--- config.mk ---
export PLATFORM = sky130hd
export DESIGN_NAME = counting_semaphore_wait_queue_core_flat
export DESIGN_NICKNAME = d
export VERILOG_FILES = /design/src/hw/rtl/csw_pkg.sv /design/src/hw/rtl/csw_req_if.sv /design/src/hw/rtl/csw_rsp_if.sv /design/src/hw/rtl/csw_queue_ram.sv /design/src/hw/rtl/counting_semaphore_wait_queue_core.sv /design/src/flat_wrapper.sv
export SDC_FILE = /design/constraint.sdc
export NUM_CORES = 1
export LEC_CHECK = 0
export ABC_CLOCK_PERIOD_IN_PS = 3950
export BUFFER_PORTS_ARGS = -buffer_cell sky130_fd_sc_hd__buf_4
export CORE_ASPECT_RATIO = 1.25
export CORE_UTILIZATION = 54
export CTS_CLUSTER_DIAMETER = 120
export DETAILED_ROUTE_END_ITERATION = 8
export PLACE_DENSITY = 0.75
export RECOVER_POWER = 100
export SLEW_MARGIN = 15
export SYNTH_ARGS = -nofsm -noshare
export SYNTH_HDL_FRONTEND = slang
export SYNTH_SLANG_ARGS = --single-unit
--- constraint.sdc ---
create_clock -name clock -period 3.95 [get_ports clock]
set_clock_uncertainty 0.2 [all_clocks]
set_input_delay 0.5925 -clock clock [delete_from_list [all_inputs] [get_ports clock]]
set_output_delay 0.5925 -clock clock [all_outputs]
set_load 0.05 [all_outputs]
--- src/hw/rtl/csw_pkg.sv ---
package csw_pkg;

   localparam int CMD_W    = 2;
   localparam int STATUS_W = 2;
   localparam int COUNT_W  = 17;
   localparam int INIT_W   = 15;
   localparam int MAXW_W   = 5;
   localparam int CSR_IDX_W  = 1;
   localparam int CSR_DATA_W = 15;

   localparam logic [CMD_W-1:0] CMD_WAIT    = 2'd0;
   localparam logic [CMD_W-1:0] CMD_TRYWAIT = 2'd1;
   localparam logic [CMD_W-1:0] CMD_SIGNAL  = 2'd2;

   localparam logic [STATUS_W-1:0] ST_PROCEED = 2'd0;
   localparam logic [STATUS_W-1:0] ST_BLOCKED = 2'd1;
   localparam logic [STATUS_W-1:0] ST_TRYFAIL = 2'd2;
   localparam logic [STATUS_W-1:0] ST_ERROR   = 2'd3;

   localparam logic [CSR_IDX_W-1:0] CSR_INITIAL_COUNT = 1'd0;
   localparam logic [CSR_IDX_W-1:0] CSR_MAX_WAITERS   = 1'd1;

   localparam logic signed [COUNT_W-1:0] COUNT_TOP  = 17'sd65535;
   localparam logic [MAXW_W-1:0]         MAXW_RESET = 5'd16;

   typedef logic signed [COUNT_W-1:0] count_type;

endpackage

--- src/hw/rtl/csw_req_if.sv ---
interface csw_req_if #(
   parameter int TASK_ID_BITS = 8
);
   logic                          valid;
   logic                          ready;
   logic [csw_pkg::CMD_W-1:0]     cmd;
   logic [TASK_ID_BITS-1:0]       task_id;

   modport source (output valid, output cmd, output task_id, input ready);
   modport sink   (input valid, input cmd, input task_id, output ready);
endinterface

--- src/hw/rtl/csw_rsp_if.sv ---
interface csw_rsp_if #(
   parameter int TASK_ID_BITS = 8,
   parameter int QUEUE_DEPTH  = 16
);
   localparam int FILL_W = $clog2(QUEUE_DEPTH + 1);

   logic                          valid;
   logic                          ready;
   logic [csw_pkg::STATUS_W-1:0]  status;
   logic                          woken_valid;
   logic [TASK_ID_BITS-1:0]       woken_task;
   csw_pkg::count_type            count_now;
   logic [FILL_W-1:0]             waiters_now;

   modport source (output valid, output status, output woken_valid, output woken_task,
                   output count_now, output waiters_now, input ready);
   modport sink   (input valid, input status, input woken_valid, input woken_task,
                   input count_now, input waiters_now, output ready);
endinterface

--- src/hw/rtl/csw_queue_ram.sv ---
module csw_queue_ram #(
   parameter int DEPTH  = 16,
   parameter int WIDTH  = 8,
   parameter int ADDR_W = 4
) (
   input  logic              clock,
   input  logic              wr_en,
   input  logic [ADDR_W-1:0] wr_addr,
   input  logic [WIDTH-1:0]  wr_data,
   input  logic              rd_en,
   input  logic [ADDR_W-1:0] rd_addr,
   output logic [WIDTH-1:0]  rd_data
);

   logic [WIDTH-1:0] mem_ff [DEPTH];
   logic [WIDTH-1:0] rd_data_ff;

   always_ff @(posedge clock) begin
      if (wr_en) begin
         mem_ff[wr_addr] <= wr_data;
      end
   end

   always_ff @(posedge clock) begin
      if (rd_en) begin
         rd_data_ff <= mem_ff[rd_addr];
      end
   end

   assign rd_data = rd_data_ff;

endmodule

--- src/hw/rtl/counting_semaphore_wait_queue_core.sv ---
// Counting semaphore with a FIFO queue of blocked task IDs.
// req_if carries one operation per item (cmd: wait, trywait, signal, plus
// task_id); rsp_if returns exactly one result item per operation with the
// status, the released task on a wake-up, and the count and queue fill after
// the operation. csr_we/csr_idx/csr_wdata write initial_count (reloads the
// count, empties the queue) and max_waiters; write only while idle.
// The result is registered and valid the cycle after the request is accepted.
// Throughput: one item per cycle when not stalled. The count and queue
// pointers update in the accept cycle; the queue RAM is read at the head
// pointer in that same cycle and its registered read port feeds woken_task.
// A stalled receiver holds the result register; req_if.ready stays low until
// the pending result is taken or is taken in the same cycle.
// Reset (synchronous, active high): count 0, queue empty, max_waiters 16,
// no result pending. Queue entries are not cleared; an entry is only
// reported as woken_task after it has been written.
module counting_semaphore_wait_queue_core #(
   parameter int QUEUE_DEPTH  = 16,
   parameter int TASK_ID_BITS = 8
) (
   input  logic                               clock,
   input  logic                               reset,
   csw_req_if.sink                            req_if,
   csw_rsp_if.source                          rsp_if,
   input  logic                               csr_we,
   input  logic [csw_pkg::CSR_IDX_W-1:0]      csr_idx,
   input  logic [csw_pkg::CSR_DATA_W-1:0]     csr_wdata
);

   localparam int FILL_W = $clog2(QUEUE_DEPTH + 1);
   localparam int PTR_W  = (QUEUE_DEPTH > 1) ? $clog2(QUEUE_DEPTH) : 1;
   localparam int LIM_W  = (FILL_W > csw_pkg::MAXW_W) ? FILL_W : csw_pkg::MAXW_W;
   localparam logic [PTR_W-1:0] PTR_LAST = PTR_W'(QUEUE_DEPTH - 1);
   localparam logic [LIM_W-1:0] DEPTH_LIM = LIM_W'(QUEUE_DEPTH);

   csw_pkg::count_type                count_ff, count_in;
   logic [PTR_W-1:0]                  head_ff, head_in;
   logic [PTR_W-1:0]                  tail_ff, tail_in;
   logic [FILL_W-1:0]                 fill_ff, fill_in;
   logic [csw_pkg::MAXW_W-1:0]        max_waiters_ff, max_waiters_in;

   logic                              rsp_valid_ff, rsp_valid_in;
   logic [csw_pkg::STATUS_W-1:0]      rsp_status_ff, rsp_status_in;
   logic                              rsp_woken_ff, rsp_woken_in;
   csw_pkg::count_type                rsp_count_ff;
   logic [FILL_W-1:0]                 rsp_fill_ff;

   logic                              accept;
   logic                              push;
   logic                              pop;
   logic [LIM_W-1:0]                  limit;
   logic                              queue_full;
   logic                              count_le_zero;
   logic [TASK_ID_BITS-1:0]           rd_data;

   csw_pkg::count_type                op_count;
   logic [csw_pkg::STATUS_W-1:0]      op_status;

   assign req_if.ready = !rsp_valid_ff || rsp_if.ready;
   assign accept       = req_if.valid && req_if.ready;

   assign limit = (LIM_W'(max_waiters_ff) > DEPTH_LIM) ? DEPTH_LIM : LIM_W'(max_waiters_ff);
   assign queue_full    = LIM_W'(fill_ff) >= limit;
   assign count_le_zero = count_ff[csw_pkg::COUNT_W-1] || (count_ff == '0);

   always_comb begin
      op_count  = count_ff;
      op_status = csw_pkg::ST_PROCEED;
      push      = 1'b0;
      pop       = 1'b0;
      unique case (req_if.cmd)
         csw_pkg::CMD_WAIT: begin
            if (count_le_zero) begin
               if (queue_full) begin
                  op_status = csw_pkg::ST_ERROR;
               end else begin
                  push      = 1'b1;
                  op_count  = count_ff - 17'sd1;
                  op_status = csw_pkg::ST_BLOCKED;
               end
            end else begin
               op_count = count_ff - 17'sd1;
            end
         end
         csw_pkg::CMD_TRYWAIT: begin
            if (count_le_zero) begin
               op_status = csw_pkg::ST_TRYFAIL;
            end else begin
               op_count = count_ff - 17'sd1;
            end
         end
         csw_pkg::CMD_SIGNAL: begin
            if (count_ff[csw_pkg::COUNT_W-1]) begin
               if (fill_ff == '0) begin
                  op_status = csw_pkg::ST_ERROR;
               end else begin
                  pop      = 1'b1;
                  op_count = count_ff + 17'sd1;
               end
            end else if (count_ff != csw_pkg::COUNT_TOP) begin
               op_count = count_ff + 17'sd1;
            end
         end
         default: begin
            op_status = csw_pkg::ST_ERROR;
         end
      endcase
   end

   always_comb begin
      count_in       = count_ff;
      head_in        = head_ff;
      tail_in        = tail_ff;
      fill_in        = fill_ff;
      max_waiters_in = max_waiters_ff;
      if (csr_we) begin
         unique case (csr_idx)
            csw_pkg::CSR_INITIAL_COUNT: begin
               count_in = csw_pkg::count_type'({2'b00, csr_wdata[csw_pkg::INIT_W-1:0]});
               head_in  = '0;
               tail_in  = '0;
               fill_in  = '0;
            end
            csw_pkg::CSR_MAX_WAITERS: begin
               max_waiters_in = csr_wdata[csw_pkg::MAXW_W-1:0];
            end
            default: begin
            end
         endcase
      end else if (accept) begin
         count_in = op_count;
         if (push) begin
            tail_in = (tail_ff == PTR_LAST) ? '0 : tail_ff + PTR_W'(1);
            fill_in = fill_ff + FILL_W'(1);
         end
         if (pop) begin
            head_in = (head_ff == PTR_LAST) ? '0 : head_ff + PTR_W'(1);
            fill_in = fill_ff - FILL_W'(1);
         end
      end
   end

   always_comb begin
      rsp_valid_in  = rsp_valid_ff;
      rsp_status_in = rsp_status_ff;
      rsp_woken_in  = rsp_woken_ff;
      if (accept) begin
         rsp_valid_in  = 1'b1;
         rsp_status_in = op_status;
         rsp_woken_in  = pop;
      end else if (rsp_if.ready) begin
         rsp_valid_in = 1'b0;
      end
   end

   always_ff @(posedge clock) begin
      if (reset) begin
         count_ff       <= '0;
         head_ff        <= '0;
         tail_ff        <= '0;
         fill_ff        <= '0;
         max_waiters_ff <= csw_pkg::MAXW_RESET;
         rsp_valid_ff   <= 1'b0;
      end else begin
         count_ff       <= count_in;
         head_ff        <= head_in;
         tail_ff        <= tail_in;
         fill_ff        <= fill_in;
         max_waiters_ff <= max_waiters_in;
         rsp_valid_ff   <= rsp_valid_in;
      end
   end

   always_ff @(posedge clock) begin
      rsp_status_ff <= rsp_status_in;
      rsp_woken_ff  <= rsp_woken_in;
      if (accept) begin
         rsp_count_ff <= op_count;
         rsp_fill_ff  <= fill_in;
      end
   end

   csw_queue_ram #(
      .DEPTH  (QUEUE_DEPTH),
      .WIDTH  (TASK_ID_BITS),
      .ADDR_W (PTR_W)
   ) u_queue_ram (
      .clock   (clock),
      .wr_en   (accept && push && !csr_we),
      .wr_addr (tail_ff),
      .wr_data (req_if.task_id),
      .rd_en   (accept),
      .rd_addr (head_ff),
      .rd_data (rd_data)
   );

   assign rsp_if.valid       = rsp_valid_ff;
   assign rsp_if.status      = rsp_status_ff;
   assign rsp_if.woken_valid = rsp_woken_ff;
   assign rsp_if.woken_task  = rsp_woken_ff ? rd_data : '0;
   assign rsp_if.count_now   = rsp_count_ff;
   assign rsp_if.waiters_now = rsp_fill_ff;

endmodule

--- src/flat_wrapper.sv ---
// flat-port wrapper written by rule: the top's interface ports become plain ports
module counting_semaphore_wait_queue_core_flat 
#(
   parameter int QUEUE_DEPTH  = 16,
   parameter int TASK_ID_BITS = 8
)
  (clock, reset, csr_we, csr_idx, csr_wdata, req_if_valid, req_if_cmd, req_if_task_id, req_if_ready, rsp_if_valid, rsp_if_status, rsp_if_woken_valid, rsp_if_woken_task, rsp_if_count_now, rsp_if_waiters_now, rsp_if_ready);
  csw_req_if #(.TASK_ID_BITS(TASK_ID_BITS)) req_if_i ();
  csw_rsp_if #(.TASK_ID_BITS(TASK_ID_BITS), .QUEUE_DEPTH(QUEUE_DEPTH)) rsp_if_i ();
  input  logic clock;
  input  logic reset;
  input  logic csr_we;
  input  logic [csw_pkg::CSR_IDX_W-1:0] csr_idx;
  input  logic [csw_pkg::CSR_DATA_W-1:0] csr_wdata;
  input wire logic [$bits(req_if_i.valid)-1:0] req_if_valid;
  input wire logic [$bits(req_if_i.cmd)-1:0] req_if_cmd;
  input wire logic [$bits(req_if_i.task_id)-1:0] req_if_task_id;
  output wire logic [$bits(req_if_i.ready)-1:0] req_if_ready;
  output wire logic [$bits(rsp_if_i.valid)-1:0] rsp_if_valid;
  output wire logic [$bits(rsp_if_i.status)-1:0] rsp_if_status;
  output wire logic [$bits(rsp_if_i.woken_valid)-1:0] rsp_if_woken_valid;
  output wire logic [$bits(rsp_if_i.woken_task)-1:0] rsp_if_woken_task;
  output wire logic [$bits(rsp_if_i.count_now)-1:0] rsp_if_count_now;
  output wire logic [$bits(rsp_if_i.waiters_now)-1:0] rsp_if_waiters_now;
  input wire logic [$bits(rsp_if_i.ready)-1:0] rsp_if_ready;
  assign req_if_i.valid = req_if_valid;
  assign req_if_i.cmd = req_if_cmd;
  assign req_if_i.task_id = req_if_task_id;
  assign req_if_ready = req_if_i.ready;
  assign rsp_if_valid = rsp_if_i.valid;
  assign rsp_if_status = rsp_if_i.status;
  assign rsp_if_woken_valid = rsp_if_i.woken_valid;
  assign rsp_if_woken_task = rsp_if_i.woken_task;
  assign rsp_if_count_now = rsp_if_i.count_now;
  assign rsp_if_waiters_now = rsp_if_i.waiters_now;
  assign rsp_if_i.ready = rsp_if_ready;
  counting_semaphore_wait_queue_core #(.QUEUE_DEPTH(QUEUE_DEPTH), .TASK_ID_BITS(TASK_ID_BITS)) u_core (.clock(clock), .reset(reset), .req_if(req_if_i), .rsp_if(rsp_if_i), .csr_we(csr_we), .csr_idx(csr_idx), .csr_wdata(csr_wdata));
endmodule
==> metrics <==
outcome=finished, violations left; failing checks=max-capacitance violations, max-slew violations; max-cap violations=2; post-route ant nets=0; htree depth=4; nets=796; commonest non-fill, non-tap cell in the layout=edfxtp_1; hold_buf cts=0; Setup crit end kind=flip-flop; Initial Utilization=55.9%; top_reg_cell synth=edfxtp_1; P per Cell Area=449 mW/mm^2; Top cell by count, worst path=ha_1; number of synthesized register bits=197; Routed Wire Length=23.4 mm; synthesized area=0.00916 mm^2; overflow left after global routing=0; Largest stage delay, worst path=510 ps; Die X=118 um; CTS tree=done; Area Growth Syn to Fin=13.0%; CP required=4000 ps; # IOs=66; initial antenna violation count=0; largest net degree at the start of global routing=38; Die Y=148 um; Ys Warns=0; Root Buffer=clkbuf_16; Pleak=0.00351 uW; CP arrival=3530 ps; post-cts sizing count=0; die area=0.0175 mm^2; Startpoint Class=flip-flop; final setup vio count=0; Post-Synthesis Cells=683; PortBufs=65; Clock Latency Late Sink=440 ps; clock sinks=197; core area=0.0164 mm^2; crit share post-route=88.3%; post-layout total power=4640 uW; setup TNS=0 ps; Fmax=0.287 GHz; CP max-delay cell=nor3_2; Synth top area share=52.8%; final hold vios=0; Num CTS Buffers=17; Final Wtd Congestion=0.900; 1st-iter DRT viols=438; RSZ-0062 raised after global routing=false; global-route wire length before repair=35.8 mm; CP cell instances=ha_1 -> nand3_1 -> nor2_1 -> nand4_1 -> inv_1 -> ha_1 -> nand2b_1 -> o211ai_1 -> nor3_2 -> a21oi_1 -> nor4_1 -> a22oi_1 -> o2bb2ai_1; Pre-Repair DR Iteration Count=5; Async SR Flop Fraction=0%; vias per std cell=6.30; Total GRT Usage=28.1%; EDFF count, synth=161; Avg Cell Area, Syn=13.4 um^2; max-slew violations=75; vias in the first global route=6386; Worst Tran Pin Value=2220 ps; kind of critical path=flip-flop to flip-flop; VDD IR max=555 uV; Slew headroom=-48.3%; most frequent cells in the layout=161 x edfxtp_1, 53 x nand2_1, 49 x nor2_1, 49 x buf_4, 40 x mux4_2; layout cells sized above 1=17.5%; DRC=0; Post CTS Setup Buffer Count=0; clock tree buffer depth=2; via total after detailed routing=6159; Final min period=3490 ps; DP Wirelength=16.1 mm; n_diodes=0; post-synthesis cell type count=71; crit-path max FO=9; syn_nets=731; register area share after synthesis=60.7%; top post-synthesis cells by area=edfxtp_1 53%, mux4_2 9.8%, dfxtp_1 7.9%, ha_1 2.3%, nand2_1 2.2%; largest area contributor in the netlist=edfxtp_1; drt wl/cell=24.0 um; worst hold path type=primary input to flip-flop; clk slew on worst S/H paths=90 ps; num rows=52
[sequential cells by signal, indices dropped and copies added, names as in the netlist, 4 cells and up]
register / flops
u_core.u_queue_ram.rd_data: 8
u_core.fill_ff: 5
u_core.tail_ff: 4
u_core.count_ff: 17
u_core.head_ff: 4
u_core.u_queue_ram.mem_ff: 128
u_core.max_waiters_ff: 5
u_core.rsp_if.waiters_now: 5
u_core.rsp_if.count_now: 17
[worst paths after layout]
path                                                            start                                    end  slack, ps  cells past startpoint
worst max-delay path                  u_core.count_ff[0]$_SDFFE_PP0P_       u_core.count_ff[13]$_SDFFE_PP0P_        460                     13
worst min-delay path                                     req_if_valid       u_core.rsp_if.valid$_SDFFE_PP0P_        220                      3
worst max register to register        u_core.count_ff[0]$_SDFFE_PP0P_       u_core.count_ff[13]$_SDFFE_PP0P_        460                     13
worst min register to register  u_core.max_waiters_ff[0]$_SDFFE_PP0P_  u_core.max_waiters_ff[0]$_SDFFE_PP0P_        280                      2
[per-stage QoR]
stage / area [um^2] / instances / hold slack [ps] / util, % / setup slack [ps]
floorplan: 9160 / 683 / 232 / - / 220
global placement: 9910 / 945 / 265 / 60.5 / 712
detailed placement: 9910 / 945 / 276 / 60.5 / 624
CTS: 10500 / 977 / 202 / 64.3 / 610
global route: 10300 / 977 / 221 / 63.1 / 222
finish: 10300 / 977 / 217 / 63.1 / 462
[critical path: cells and delay by family (launching register included)]
family | cells | cell delay, ps
and+or+nand+nor | 6 | 1490
AOI/OAI and AO/OA | 4 | 660
adders and majority gates | 2 | 460
DFF | 1 | 410
buffers and inverters | 1 | 60
[layout make-up]
type	instances	area, um^2
fillers	1285	6050
flip-flops and latches	197	5560
multi-input cells	423	3300
repair buffers	92	534
clock buffers	17	425
well taps	216	270
clock inverters	15	199
inverters	17	63.8
[cells by family after synthesis]
| logic type | count (synthesis) | synth area share [%] |
|---|---|---|
| XOR/XNOR | 15 | 1.43 |
| flip-flops | 197 | 60.7 |
| buffers and inverters | 63 | 2.96 |
| adder cells (fa/ha/maj) | 17 | 2.32 |
| AND/OR/NAND/NOR | 216 | 12.4 |
| multiplexers | 47 | 10.6 |
| AO/OA/AOI/OAI | 128 | 9.65 |
[report_power, final]
| group | switching [uW] | internal (uW) |
|---|---|---|
| Clock | 890 | 872 |
| Combinational | 372 | 151 |
| Sequential | 52.5 | 2300 |
[per-layer routing]
| metal | vias to the layer above | routed length (um) | global-route usage (%) |
|---|---|---|---|
| li1 | 2775 | - | - |
| met1 | 3102 | 8600 | 30.5 |
| met2 | 223 | 12800 | 51.9 |
| met3 | 59 | 904 | 4.13 |
| met4 | 0 | 1100 | 16.6 |
| met5 | - | 0 | 0 |
[cells in the mapped netlist, types with 3 or more instances]
| master | instances |
|---|---|
| a22oi_1 | 8 |
| o22ai_1 | 3 |
| buf_1 | 3 |
| o21ai_0 | 14 |
| a21boi_0 | 3 |
| dfxtp_1 | 36 |
| ha_1 | 17 |
| and3_1 | 12 |
| nor3b_1 | 3 |
| or4_1 | 3 |
| mux4_2 | 40 |
| o21a_1 | 8 |
| a221o_1 | 3 |
| edfxtp_1 | 161 |
| o21ai_1 | 4 |
| mux2i_1 | 7 |
| nand3_1 | 22 |
| o211ai_1 | 3 |
| a21o_1 | 3 |
| buf_2 | 10 |
| a31oi_1 | 11 |
| xor2_1 | 5 |
| inv_1 | 16 |
| nor2b_1 | 8 |
| a21oi_1 | 32 |
| nand2b_1 | 6 |
| nor3_1 | 16 |
| nor4_1 | 5 |
| nand4_1 | 9 |
| and2_1 | 10 |
| or3_1 | 5 |
| buf_6 | 3 |
| xnor2_1 | 10 |
| clkbuf_1 | 30 |
| o2bb2ai_1 | 7 |
| nand2_1 | 53 |
| nor2_1 | 49 |
Power figures use the tool's default switching activity.
